==> src/design/cascaded_biquad_with_peak_meter_top_macros.svh <==
// ----------------------------------------------------------------------------
// Assertion macros for the biquad filter and peak meter
// Implication checks sampled on clk, held off while rst is high.
// ----------------------------------------------------------------------------
`ifndef CASCADED_BIQUAD_WITH_PEAK_METER_TOP_MACROS_SVH
`define CASCADED_BIQUAD_WITH_PEAK_METER_TOP_MACROS_SVH

// same-cycle implication
`define CBQPM_ASSERT_IMP(name, ante, cons, msg) \
  name: assert property (@(posedge clk) disable iff (rst) (ante) |-> (cons)) else $error(msg);

// next-cycle implication
`define CBQPM_ASSERT_NEXT(name, ante, cons, msg) \
  name: assert property (@(posedge clk) disable iff (rst) (ante) |=> (cons)) else $error(msg);

`endif

==> src/design/cbqpm_pkg.sv <==
// ----------------------------------------------------------------------------
// cbqpm_pkg
// Shared types and constants of the biquad filter and peak meter.
// ----------------------------------------------------------------------------
`default_nettype none

package cbqpm_pkg;

  localparam int OUT_W   = 18;
  localparam int MAG_W   = 17;
  localparam int DATA_W  = 18;
  localparam int FF_W    = 54;
  localparam int FB_W    = 36;

  localparam int OUT_MAX = 131071;
  localparam int OUT_MIN = -131072;

  // gains and VU weights, Q.16
  localparam int GAIN_COMP  = 27007;
  localparam int GAIN_BOOST = 159030;
  localparam int VU_OLD_W   = 39322;
  localparam int VU_NEW_W   = 26214;
  localparam int Q16_HALF   = 32768;

  typedef enum logic [2:0] {
    REG_S0_FF,
    REG_S0_FB,
    REG_S1_FF,
    REG_S1_FB,
    REG_PRE,
    REG_BOOST
  } reg_idx_t;

  typedef struct packed {
    logic start;
    logic clear;
  } mac_cmd_t;

  typedef struct packed {
    logic busy;
    logic done;
  } mac_stat_t;

endpackage

`default_nettype wire

==> src/design/cbqpm_mac.sv <==
// ----------------------------------------------------------------------------
// cbqpm_mac
// Bit-serial multiply-accumulate: one multiplier bit per clock, LSB first.
// ----------------------------------------------------------------------------
`default_nettype none

module cbqpm_mac #(
  parameter int MW    = 19,
  parameter int ACC_W = 40
) (
  input  wire logic                                  clk,
  input  wire logic                                  rst,
  input  wire cbqpm_pkg::mac_cmd_t                   cmd,
  input  wire logic signed [cbqpm_pkg::DATA_W-1:0]   a,
  input  wire logic signed [MW-1:0]                  b,
  input  wire logic signed [ACC_W-1:0]               init,
  output cbqpm_pkg::mac_stat_t                       stat,
  output logic signed [ACC_W-1:0]                    acc
);

  localparam int CNT_W = $clog2(MW);
  localparam logic [CNT_W-1:0] LAST_BIT = CNT_W'(MW - 1);

  logic signed [ACC_W-1:0] mcand;
  logic        [MW-1:0]    mplier;
  logic        [CNT_W-1:0] cnt;
  logic                    busy;
  logic                    done;

  always_ff @(posedge clk) begin
    if (rst) begin
      busy <= 1'b0;
      done <= 1'b0;
      cnt  <= '0;
    end else begin
      done <= busy && !cmd.start && (cnt == LAST_BIT);
      if (cmd.start) begin
        mcand  <= ACC_W'(a);
        mplier <= b;
        cnt    <= '0;
        busy   <= 1'b1;
        if (cmd.clear) begin
          acc <= init;
        end
      end else if (busy) begin
        // sign bit of the multiplier carries negative weight
        if (mplier[0]) begin
          acc <= (cnt == LAST_BIT) ? acc - mcand : acc + mcand;
        end
        mcand  <= mcand <<< 1;
        mplier <= mplier >> 1;
        cnt    <= cnt + 1'b1;
        if (cnt == LAST_BIT) begin
          busy <= 1'b0;
        end
      end
    end
  end

  assign stat.busy = busy;
  assign stat.done = done;

endmodule

`default_nettype wire

==> src/design/cascaded_biquad_with_peak_meter_top.sv <==
// ----------------------------------------------------------------------------
// cascaded_biquad_with_peak_meter_top
// Two cascaded biquads, output gain, buffer peak meter and VU smoothing.
//
//   channel   direction  handshake                   payload
//   sample    in         sample_valid/sample_ready   sample_in, buffer_end
//   result    out        result_valid/result_ready   sample_out, running_peak,
//                                                    vu_level, buffer_end_out
//   config    in         APB psel/penable/pready     paddr, pwdata, prdata
//
// All products run through one bit-serial MAC with MW = max(COEF_WIDTH, 19)
// multiplier bits. A filtered sample takes 10 products (11 with the
// compensating gain), a bypassed one 0 or 1; buffer_end adds 2 for the VU
// update.
// One sample at a time; the next is taken while a result waits at the output.
// rst is synchronous and clears histories, peak, VU level and registers.
// ----------------------------------------------------------------------------
`default_nettype none

`include "cascaded_biquad_with_peak_meter_top_macros.svh"

module cascaded_biquad_with_peak_meter_top #(
  parameter int SAMPLE_WIDTH = 16,
  parameter int COEF_WIDTH   = 18
) (
  input  wire logic                                   clk,
  input  wire logic                                   rst,
  // sample channel
  input  wire logic                                   sample_valid,
  output logic                                        sample_ready,
  input  wire logic signed [SAMPLE_WIDTH-1:0]         sample_in,
  input  wire logic                                   buffer_end,
  // result channel
  output logic                                        result_valid,
  input  wire logic                                   result_ready,
  output logic signed [cbqpm_pkg::OUT_W-1:0]          sample_out,
  output logic        [cbqpm_pkg::MAG_W-1:0]          running_peak,
  output logic        [cbqpm_pkg::MAG_W-1:0]          vu_level,
  output logic                                        buffer_end_out,
  // configuration
  input  wire logic                                   psel,
  input  wire logic                                   penable,
  input  wire logic                                   pwrite,
  input  wire logic [5:0]                             paddr,
  input  wire logic [63:0]                            pwdata,
  output logic [63:0]                                 prdata,
  output logic                                        pready
);

  localparam int MW    = (COEF_WIDTH > 19) ? COEF_WIDTH : 19;
  localparam int ACC_W = MW + 21;
  localparam int QW    = SAMPLE_WIDTH + 18;
  localparam int PAD_W = cbqpm_pkg::FF_W + 3 * COEF_WIDTH;
  localparam int OW    = cbqpm_pkg::OUT_W;
  localparam int GW    = cbqpm_pkg::MAG_W;
  localparam int DW    = cbqpm_pkg::DATA_W;

  localparam logic signed [ACC_W-1:0] SAT_HI   = ACC_W'(cbqpm_pkg::OUT_MAX);
  localparam logic signed [ACC_W-1:0] SAT_LO   = ACC_W'(cbqpm_pkg::OUT_MIN);
  localparam logic signed [ACC_W-1:0] RND_COEF = ACC_W'(1) <<< (COEF_WIDTH - 4);
  localparam logic signed [ACC_W-1:0] RND_Q16  = ACC_W'(cbqpm_pkg::Q16_HALF);

  typedef enum logic [2:0] {
    S_IDLE,
    S_ST0,
    S_ST1,
    S_GAIN,
    S_PEAK,
    S_VU,
    S_EMIT
  } state_t;

  // --------------------------------------------------------------------------
  // helpers
  // --------------------------------------------------------------------------
  function automatic logic signed [DW-1:0] to_q15(input logic signed [SAMPLE_WIDTH-1:0] v);
    logic signed [QW-1:0] t;
    t = QW'(v);
    t = t <<< 16;
    return DW'(t >>> SAMPLE_WIDTH);
  endfunction

  function automatic logic signed [COEF_WIDTH-1:0] coef_of(input logic [cbqpm_pkg::FF_W-1:0] r,
                                                           input int unsigned idx);
    logic [PAD_W-1:0] p;
    p = PAD_W'(r);
    return p[idx*COEF_WIDTH +: COEF_WIDTH];
  endfunction

  function automatic logic signed [OW-1:0] sat_out(input logic signed [ACC_W-1:0] v);
    if (v > SAT_HI) begin
      return OW'(cbqpm_pkg::OUT_MAX);
    end else if (v < SAT_LO) begin
      return OW'(cbqpm_pkg::OUT_MIN);
    end
    return OW'(v);
  endfunction

  // --------------------------------------------------------------------------
  // registers
  // --------------------------------------------------------------------------
  state_t state;
  logic [2:0] tix;
  logic       issued;

  logic [cbqpm_pkg::FF_W-1:0] s0_ff, s1_ff;
  logic [cbqpm_pkg::FB_W-1:0] s0_fb, s1_fb;
  logic                       pre_en, boost;

  logic signed [SAMPLE_WIDTH-1:0] raw, raw_h0, raw_h1;
  logic signed [DW-1:0]           fs_h0, fs_h1, ss_h0, ss_h1;
  logic signed [DW-1:0]           s0, s1, y;
  logic        [GW-1:0]           peak, vu;
  logic                           last;

  // --------------------------------------------------------------------------
  // MAC and operand selection
  // --------------------------------------------------------------------------
  cbqpm_pkg::mac_cmd_t  mac_cmd;
  cbqpm_pkg::mac_stat_t mac_stat;
  logic signed [DW-1:0]    mac_a;
  logic signed [MW-1:0]    mac_b;
  logic signed [ACC_W-1:0] mac_init;
  logic signed [ACC_W-1:0] acc;

  logic signed [DW-1:0]    x0, x1, x2;
  logic signed [ACC_W-1:0] acc_qc, acc_q16;
  logic signed [OW-1:0]    st_res, gain_res;
  logic        [GW-1:0]    vu_res, y_mag;
  logic                    last_term, emit_load;
  cbqpm_pkg::reg_idx_t     reg_sel;
  logic                    cfg_wr;

  always_comb begin
    x0 = to_q15(raw);
    x1 = to_q15(raw_h0);
    x2 = to_q15(raw_h1);

    mac_a    = '0;
    mac_b    = '0;
    mac_init = RND_Q16;
    case (state)
      S_ST0: begin
        mac_init = RND_COEF;
        case (tix)
          3'd0:    begin mac_a = x0;    mac_b = MW'(coef_of(s0_ff, 0)); end
          3'd1:    begin mac_a = x1;    mac_b = MW'(coef_of(s0_ff, 1)); end
          3'd2:    begin mac_a = x2;    mac_b = MW'(coef_of(s0_ff, 2)); end
          3'd3:    begin mac_a = fs_h0; mac_b = MW'(coef_of(cbqpm_pkg::FF_W'(s0_fb), 0)); end
          default: begin mac_a = fs_h1; mac_b = MW'(coef_of(cbqpm_pkg::FF_W'(s0_fb), 1)); end
        endcase
      end
      S_ST1: begin
        mac_init = RND_COEF;
        case (tix)
          3'd0:    begin mac_a = s0;    mac_b = MW'(coef_of(s1_ff, 0)); end
          3'd1:    begin mac_a = fs_h0; mac_b = MW'(coef_of(s1_ff, 1)); end
          3'd2:    begin mac_a = fs_h1; mac_b = MW'(coef_of(s1_ff, 2)); end
          3'd3:    begin mac_a = ss_h0; mac_b = MW'(coef_of(cbqpm_pkg::FF_W'(s1_fb), 0)); end
          default: begin mac_a = ss_h1; mac_b = MW'(coef_of(cbqpm_pkg::FF_W'(s1_fb), 1)); end
        endcase
      end
      S_GAIN: begin
        mac_a = pre_en ? s1 : x0;
        mac_b = pre_en ? MW'(cbqpm_pkg::GAIN_COMP) : MW'(cbqpm_pkg::GAIN_BOOST);
      end
      S_VU: begin
        if (tix == 3'd0) begin
          mac_a = $signed({1'b0, vu});
          mac_b = MW'(cbqpm_pkg::VU_OLD_W);
        end else begin
          mac_a = $signed({1'b0, peak});
          mac_b = MW'(cbqpm_pkg::VU_NEW_W);
        end
      end
      default: ;
    endcase

    mac_cmd.start = (state inside {S_ST0, S_ST1, S_GAIN, S_VU}) && !issued && !mac_stat.busy;
    mac_cmd.clear = (tix == 3'd0);

    case (state)
      S_ST0, S_ST1: last_term = (tix == 3'd4);
      S_VU:         last_term = (tix == 3'd1);
      default:      last_term = 1'b1;
    endcase

    acc_qc   = acc >>> (COEF_WIDTH - 3);
    acc_q16  = acc >>> 16;
    st_res   = sat_out(acc_qc);
    gain_res = sat_out(acc_q16);
    vu_res   = (acc_q16 > SAT_HI) ? GW'(cbqpm_pkg::OUT_MAX) : GW'(acc_q16);

    // most negative output folds onto the positive limit
    if (y[OW-1]) begin
      y_mag = (y == OW'(cbqpm_pkg::OUT_MIN)) ? GW'(cbqpm_pkg::OUT_MAX) : GW'(-y);
    end else begin
      y_mag = GW'(y);
    end

    emit_load = (state == S_EMIT) && (!result_valid || result_ready);
  end

  cbqpm_mac #(
    .MW    (MW),
    .ACC_W (ACC_W)
  ) u_mac (
    .clk  (clk),
    .rst  (rst),
    .cmd  (mac_cmd),
    .a    (mac_a),
    .b    (mac_b),
    .init (mac_init),
    .stat (mac_stat),
    .acc  (acc)
  );

  // --------------------------------------------------------------------------
  // configuration port
  // --------------------------------------------------------------------------
  assign reg_sel = cbqpm_pkg::reg_idx_t'(paddr[5:3]);
  assign cfg_wr  = psel && penable && pwrite && pready;
  assign pready  = 1'b1;

  always_comb begin
    case (reg_sel)
      cbqpm_pkg::REG_S0_FF: prdata = 64'(s0_ff);
      cbqpm_pkg::REG_S0_FB: prdata = 64'(s0_fb);
      cbqpm_pkg::REG_S1_FF: prdata = 64'(s1_ff);
      cbqpm_pkg::REG_S1_FB: prdata = 64'(s1_fb);
      cbqpm_pkg::REG_PRE:   prdata = 64'(pre_en);
      cbqpm_pkg::REG_BOOST: prdata = 64'(boost);
      default:              prdata = '0;
    endcase
  end

  assign sample_ready = (state == S_IDLE);

  // --------------------------------------------------------------------------
  // sequencer, state and output register
  // --------------------------------------------------------------------------
  always_ff @(posedge clk) begin
    if (rst) begin
      state        <= S_IDLE;
      tix          <= '0;
      issued       <= 1'b0;
      result_valid <= 1'b0;
      s0_ff        <= '0;
      s0_fb        <= '0;
      s1_ff        <= '0;
      s1_fb        <= '0;
      pre_en       <= 1'b0;
      boost        <= 1'b0;
      raw_h0       <= '0;
      raw_h1       <= '0;
      fs_h0        <= '0;
      fs_h1        <= '0;
      ss_h0        <= '0;
      ss_h1        <= '0;
      peak         <= '0;
      vu           <= '0;
    end else begin
      if (cfg_wr) begin
        case (reg_sel)
          cbqpm_pkg::REG_S0_FF: s0_ff  <= pwdata[cbqpm_pkg::FF_W-1:0];
          cbqpm_pkg::REG_S0_FB: s0_fb  <= pwdata[cbqpm_pkg::FB_W-1:0];
          cbqpm_pkg::REG_S1_FF: s1_ff  <= pwdata[cbqpm_pkg::FF_W-1:0];
          cbqpm_pkg::REG_S1_FB: s1_fb  <= pwdata[cbqpm_pkg::FB_W-1:0];
          cbqpm_pkg::REG_PRE:   pre_en <= pwdata[0];
          cbqpm_pkg::REG_BOOST: boost  <= pwdata[0];
          default: ;
        endcase
      end

      if (emit_load) begin
        result_valid <= 1'b1;
      end else if (result_ready) begin
        result_valid <= 1'b0;
      end

      if (mac_cmd.start) begin
        issued <= 1'b1;
      end

      if (mac_stat.done) begin
        issued <= 1'b0;
        tix    <= last_term ? 3'd0 : tix + 3'd1;
      end

      case (state)
        S_IDLE: begin
          if (sample_valid) begin
            raw  <= sample_in;
            last <= buffer_end;
            tix  <= '0;
            if (pre_en) begin
              state <= S_ST0;
            end else if (boost) begin
              state <= S_GAIN;
            end else begin
              y     <= to_q15(sample_in);
              state <= S_PEAK;
            end
          end
        end
        S_ST0: begin
          if (mac_stat.done && last_term) begin
            s0    <= st_res;
            state <= S_ST1;
          end
        end
        S_ST1: begin
          if (mac_stat.done && last_term) begin
            // advance all histories once both sections have used them
            raw_h1 <= raw_h0;
            raw_h0 <= raw;
            fs_h1  <= fs_h0;
            fs_h0  <= s0;
            ss_h1  <= ss_h0;
            ss_h0  <= st_res;
            if (boost) begin
              y     <= st_res;
              state <= S_PEAK;
            end else begin
              s1    <= st_res;
              state <= S_GAIN;
            end
          end
        end
        S_GAIN: begin
          if (mac_stat.done) begin
            y     <= gain_res;
            state <= S_PEAK;
          end
        end
        S_PEAK: begin
          if (y_mag > peak) begin
            peak <= y_mag;
          end
          state <= last ? S_VU : S_EMIT;
        end
        S_VU: begin
          if (mac_stat.done && last_term) begin
            vu    <= vu_res;
            state <= S_EMIT;
          end
        end
        S_EMIT: begin
          if (emit_load) begin
            sample_out     <= y;
            running_peak   <= peak;
            vu_level       <= vu;
            buffer_end_out <= last;
            if (last) begin
              peak <= '0;
            end
            state <= S_IDLE;
          end
        end
        default: state <= S_IDLE;
      endcase
    end
  end

  // --------------------------------------------------------------------------
  // assertions
  // --------------------------------------------------------------------------
  `CBQPM_ASSERT_NEXT(a_accept_leaves_idle, sample_valid && sample_ready, !sample_ready, "sample request taken but sequencer stayed idle")
  `CBQPM_ASSERT_IMP(a_mac_start_free, mac_cmd.start, !mac_stat.busy && !mac_stat.done, "MAC started while busy")
  `CBQPM_ASSERT_NEXT(a_peak_cleared, emit_load && last, peak == '0, "peak not cleared after buffer end")

endmodule

`default_nettype wire

==> config.mk <==
export PLATFORM = sky130hd
export DESIGN_NAME = cascaded_biquad_with_peak_meter_top
export DESIGN_NICKNAME = d
export VERILOG_FILES = /design/src/design/cbqpm_pkg.sv /design/src/design/cbqpm_mac.sv /design/src/design/cascaded_biquad_with_peak_meter_top.sv
export VERILOG_INCLUDE_DIRS = /design/src /design/src/design
export SDC_FILE = /design/constraint.sdc
export NUM_CORES = 1
export LEC_CHECK = 0
export ABC_AREA = 1
export BUFFER_PORTS_ARGS = -buffer_cell sky130_fd_sc_hd__buf_4
export CORE_AREA = 2 2 183 320
export DETAILED_ROUTE_END_ITERATION = 6
export DIE_AREA = 0 0 185 322
export GPL_ROUTABILITY_DRIVEN = 0
export PLACE_DENSITY = 0.7
export SETUP_SLACK_MARGIN = 0.15
export SKIP_CTS_REPAIR_TIMING = 1
export SYNTH_ARGS = -nofsm -noshare
export SYNTH_HDL_FRONTEND = slang
export SYNTH_SLANG_ARGS = --single-unit
==> constraint.sdc <==
create_clock -name clk -period 7.4 [get_ports clk]
set_input_delay 1.48 -clock clk [delete_from_list [all_inputs] [get_ports clk]]
set_output_delay 1.48 -clock clk [all_outputs]
set_load 0.01 [all_outputs]
==> impl_summary.txt <==
----------------------------------------------------
[Flow run]
  Max-cap check violation count ... 0

[Floorplan]
  Placeable core area ... 56,900 µm²
  Die Span X ... ~190 µm
  Initial Utilization ... 0.515
  DIE AREA ... 59,600 µm²
  I/O pin count ... between 200 and 250
  Core Rows ... 116
  Die H ... 322 µm

[Timing]
  Final period utilization ... 0.628
  Slew of the pin with the lowest slew margin ... 1160 ps
  Unrepaired setup endpoints after global routing ... no
  Final-layout setup total negative slack ... 0 ps
  Max Freq ... 215 MHz
  Final setup violation count ... 0
  Final worst hold slack ... 446 ps
  Max Transition Viols Final ... 0
  Worst relative slew slack ... 0.228
  Post-layout minimum cycle time ... about 4600 ps
  Worst clock skew ... 25.1 ps
  Min setup slack post-route ... 2750 ps
  Hold Violations, Final ... 0

[Global routing]
  Largest net degree at the start of global routing ... 135
  Number of global-route vias before repair ... 26,149
  Overall routing resource usage ... 0.343
  Overflow left after global routing ... 0
  Antenna violations before repair ... 3
  Wire length of the first global-routing pass ... 154,000 µm

[Drt]
  Final ANT Viol Nets ... 0
  Sum of routed wire length over all layers ... 103,000 µm
  Post-route DRC ... 0
  DR vias/cell ... just under 6
  Starting DRC count in detailed routing ... ~2,700
  Number of vias in the routed layout ... 27,910
  Post-DR wirelength/cell ... 21.4 µm
  Number of iterations in the first detailed-routing pass ... 6

[Power and ir drop]
  NetSw ... around 5.0 mW
  Internal power consumption ... slightly below 7 mW
  Sequential cell fraction of total power ... 0.361
  Clk network pwr share ... 0.233
  Gate power share ... 0.406
  Standby leakage power ... 13.3 nW
  Switching power as a share of total power ... 0.418
  Power density of the placed cells ... roughly 360 nW/µm²
  Peak ir drop on the vdd network ... 0.233 mV

[Logic synthesis]
  Avg Cell Area, Syn ... 7.47 µm²
  Share of synthesized registers carrying an async set or reset ... 0
  Share of synthesized area occupied by flip-flops and latches ... 0.457
  Count of mapped cells out of synthesis ... 3,923
  Top post-synthesis cells by area ... dfxtp_1 (23%), edfxtp_1 (23%), nand2_1 (12%), o21ai_0 (6.6%), a21oi_1 (6.1%)
  Most used flip-flop cell after synthesis ... dfxtp_1
  Flip-flop and latch count after synthesis ... around 560
  Mapped cell area ... between 20,000 and 30,000 µm²
  Area leader, netlist ... dfxtp_1
  Number of unique standard cell types used by synthesis ... 55
  Number of synthesized flops with an enable pin ... between 200 and 250
  Portion of synthesized cell area occupied by the leading cell type ... 0.229
  Ys Warns ... 0

[Setup path]
  CP startpoint kind ... primary input
  Flop2flop setup slack ... 2940 ps
  Logic depth of the worst register-to-register path ... 8
  Top fanout value on the critical path ... 27
  Required time worst endpoint ... 5920 ps
  Start-to-end type of the worst setup path ... primary input to primary output
  Critical Path End Type ... primary output
  Data arrival time of the critical path ... 3170 ps

[Final layout]
  Commonest non-fill, non-tap cell in the layout ... nand2_1
  Highest-count cells in the layout ignoring fill and taps ... nand2_1 (917), nor2_1 (423), inv_1 (394)
  Layout net count ... 4,152
  Layout cells sized above 1 ... 0.0938
  Final Core Density ... 0.577
  Area grow syn2layout ... 12.0%

[Placement]
  Post-DP HPWL ... 71,200 µm
  # port buffers ... 189
  Place WS ... 2790 ps

[Clocking]
  Root Driver ... clkbuf_16
  Number of CTS-inserted buffers ... 50
  CTS tree ... yes
  Sinks on Clock Net ... roughly 560
  Count of H-tree levels built during CTS ... 2
  Bufs on Longest Clock Path ... 3
  Insertion delay of the later-clocked pin in the worst-skew pair ... 620 ps
  Register clock-pin slew on the reported worst setup and hold paths ... 70 ps

[Run status]
  Result of the run ... finished clean

[Hold path]
  Hold depth ... 0
  Path class of the lowest-slack min-delay path ... flop to flop

----------------------------------------------------
-- cells in the mapped netlist, types with 28 or more instances --
cell and count:
nand2_1 917, nor2_1 428, inv_1 397, o21ai_0 384, a21oi_1 357, dfxtp_1 335, edfxtp_1 223, nand3_1 185
clkbuf_1 140, nand4_1 73, ha_1 65, a22oi_1 50, buf_2 41, xor2_1 38, o221ai_1 34, o211ai_1 29
or2_2 28
-- power groups by stage --
stage	Sequential [mW]	Clock, mW	Combinational, mW
global route	4.33	2.91	5.37
CTS	4.29	2.80	4.73
finish	4.30	2.78	4.85
global placement	4.35	0	4.64
floorplan	4.19	0	3.30
detailed placement	4.35	0	4.70
-- worst paths after layout --
kind,start,end
worst max-delay path,paddr[5],prdata[22]
worst min-delay path,vu[15],vu_level[15]
worst max register to register,tix[2],u_mac.mcand[14]
worst min register to register,vu[15],vu_level[15]
-- through the flow --
stage	cell area (µm²)	cells	total power, mW
2_1_floorplan	29400	3932	7.48
3_3_place_gp	31100	4707	8.99
3_5_place_dp	31100	4707	9.06
4_1_cts	32800	4799	11.8
5_1_grt	32800	4799	12.6
6_report	32800	4801	11.9
-- layer usage --
| metal | track usage | wire (µm) | vias to the layer above |
|---|---|---|---|
| met3 | 0.0569 | 7860 | 446 |
| met2 | 0.573 | 48700 | 1441 |
| met5 | 0 | 0 | - |
| met1 | 0.367 | 34700 | 12807 |
| met4 | 0.318 | 11200 | 0 |
| li1 | - | - | 13216 |
-- critical path: stages --
cell and delay (ps):
buf_4 150, nor3_1 180, buf_4 270, inv_2 300
o221ai_1 550, buf_4 220
-- area by class of cell --
| class | count | area (µm²) |
|---|---|---|
| sequential | 558 | 13400 |
| clock buffer | 66 | 1450 |
| clock inverter | 26 | 270 |
| multi-input combinational | 2744 | 13500 |
| fill | 5455 | 24000 |
| inverter | 412 | 1550 |
| antenna | 2 | 5.00 |
| tap | 767 | 960 |
| timing repair buffer | 226 | 1700 |
-- cell families after synthesis --
| family | Yosys count | synth area share |
|---|---|---|
| buffers and inverters | 630 | 0.0854 |
| and+or+nand+nor | 1680 | 0.237 |
| muxes | 2 | 0.000683 |
| other | 2 | 0.000256 |
| AOI/OAI and AO/OA | 944 | 0.179 |
| xor gates and xnor gates | 41 | 0.0122 |
| DFF | 558 | 0.457 |
| adders and majority gates | 66 | 0.0284 |
-- flip-flops by register name, indices dropped and copies added (netlist names), 19 cells and up --
signal	cells
s0_ff	54
s1_ff	54
u_mac.acc	40
u_mac.mcand	40
s0_fb	36
s1_fb	36
u_mac.mplier	19
No activity file was read; power rests on OpenSTA's default activity.
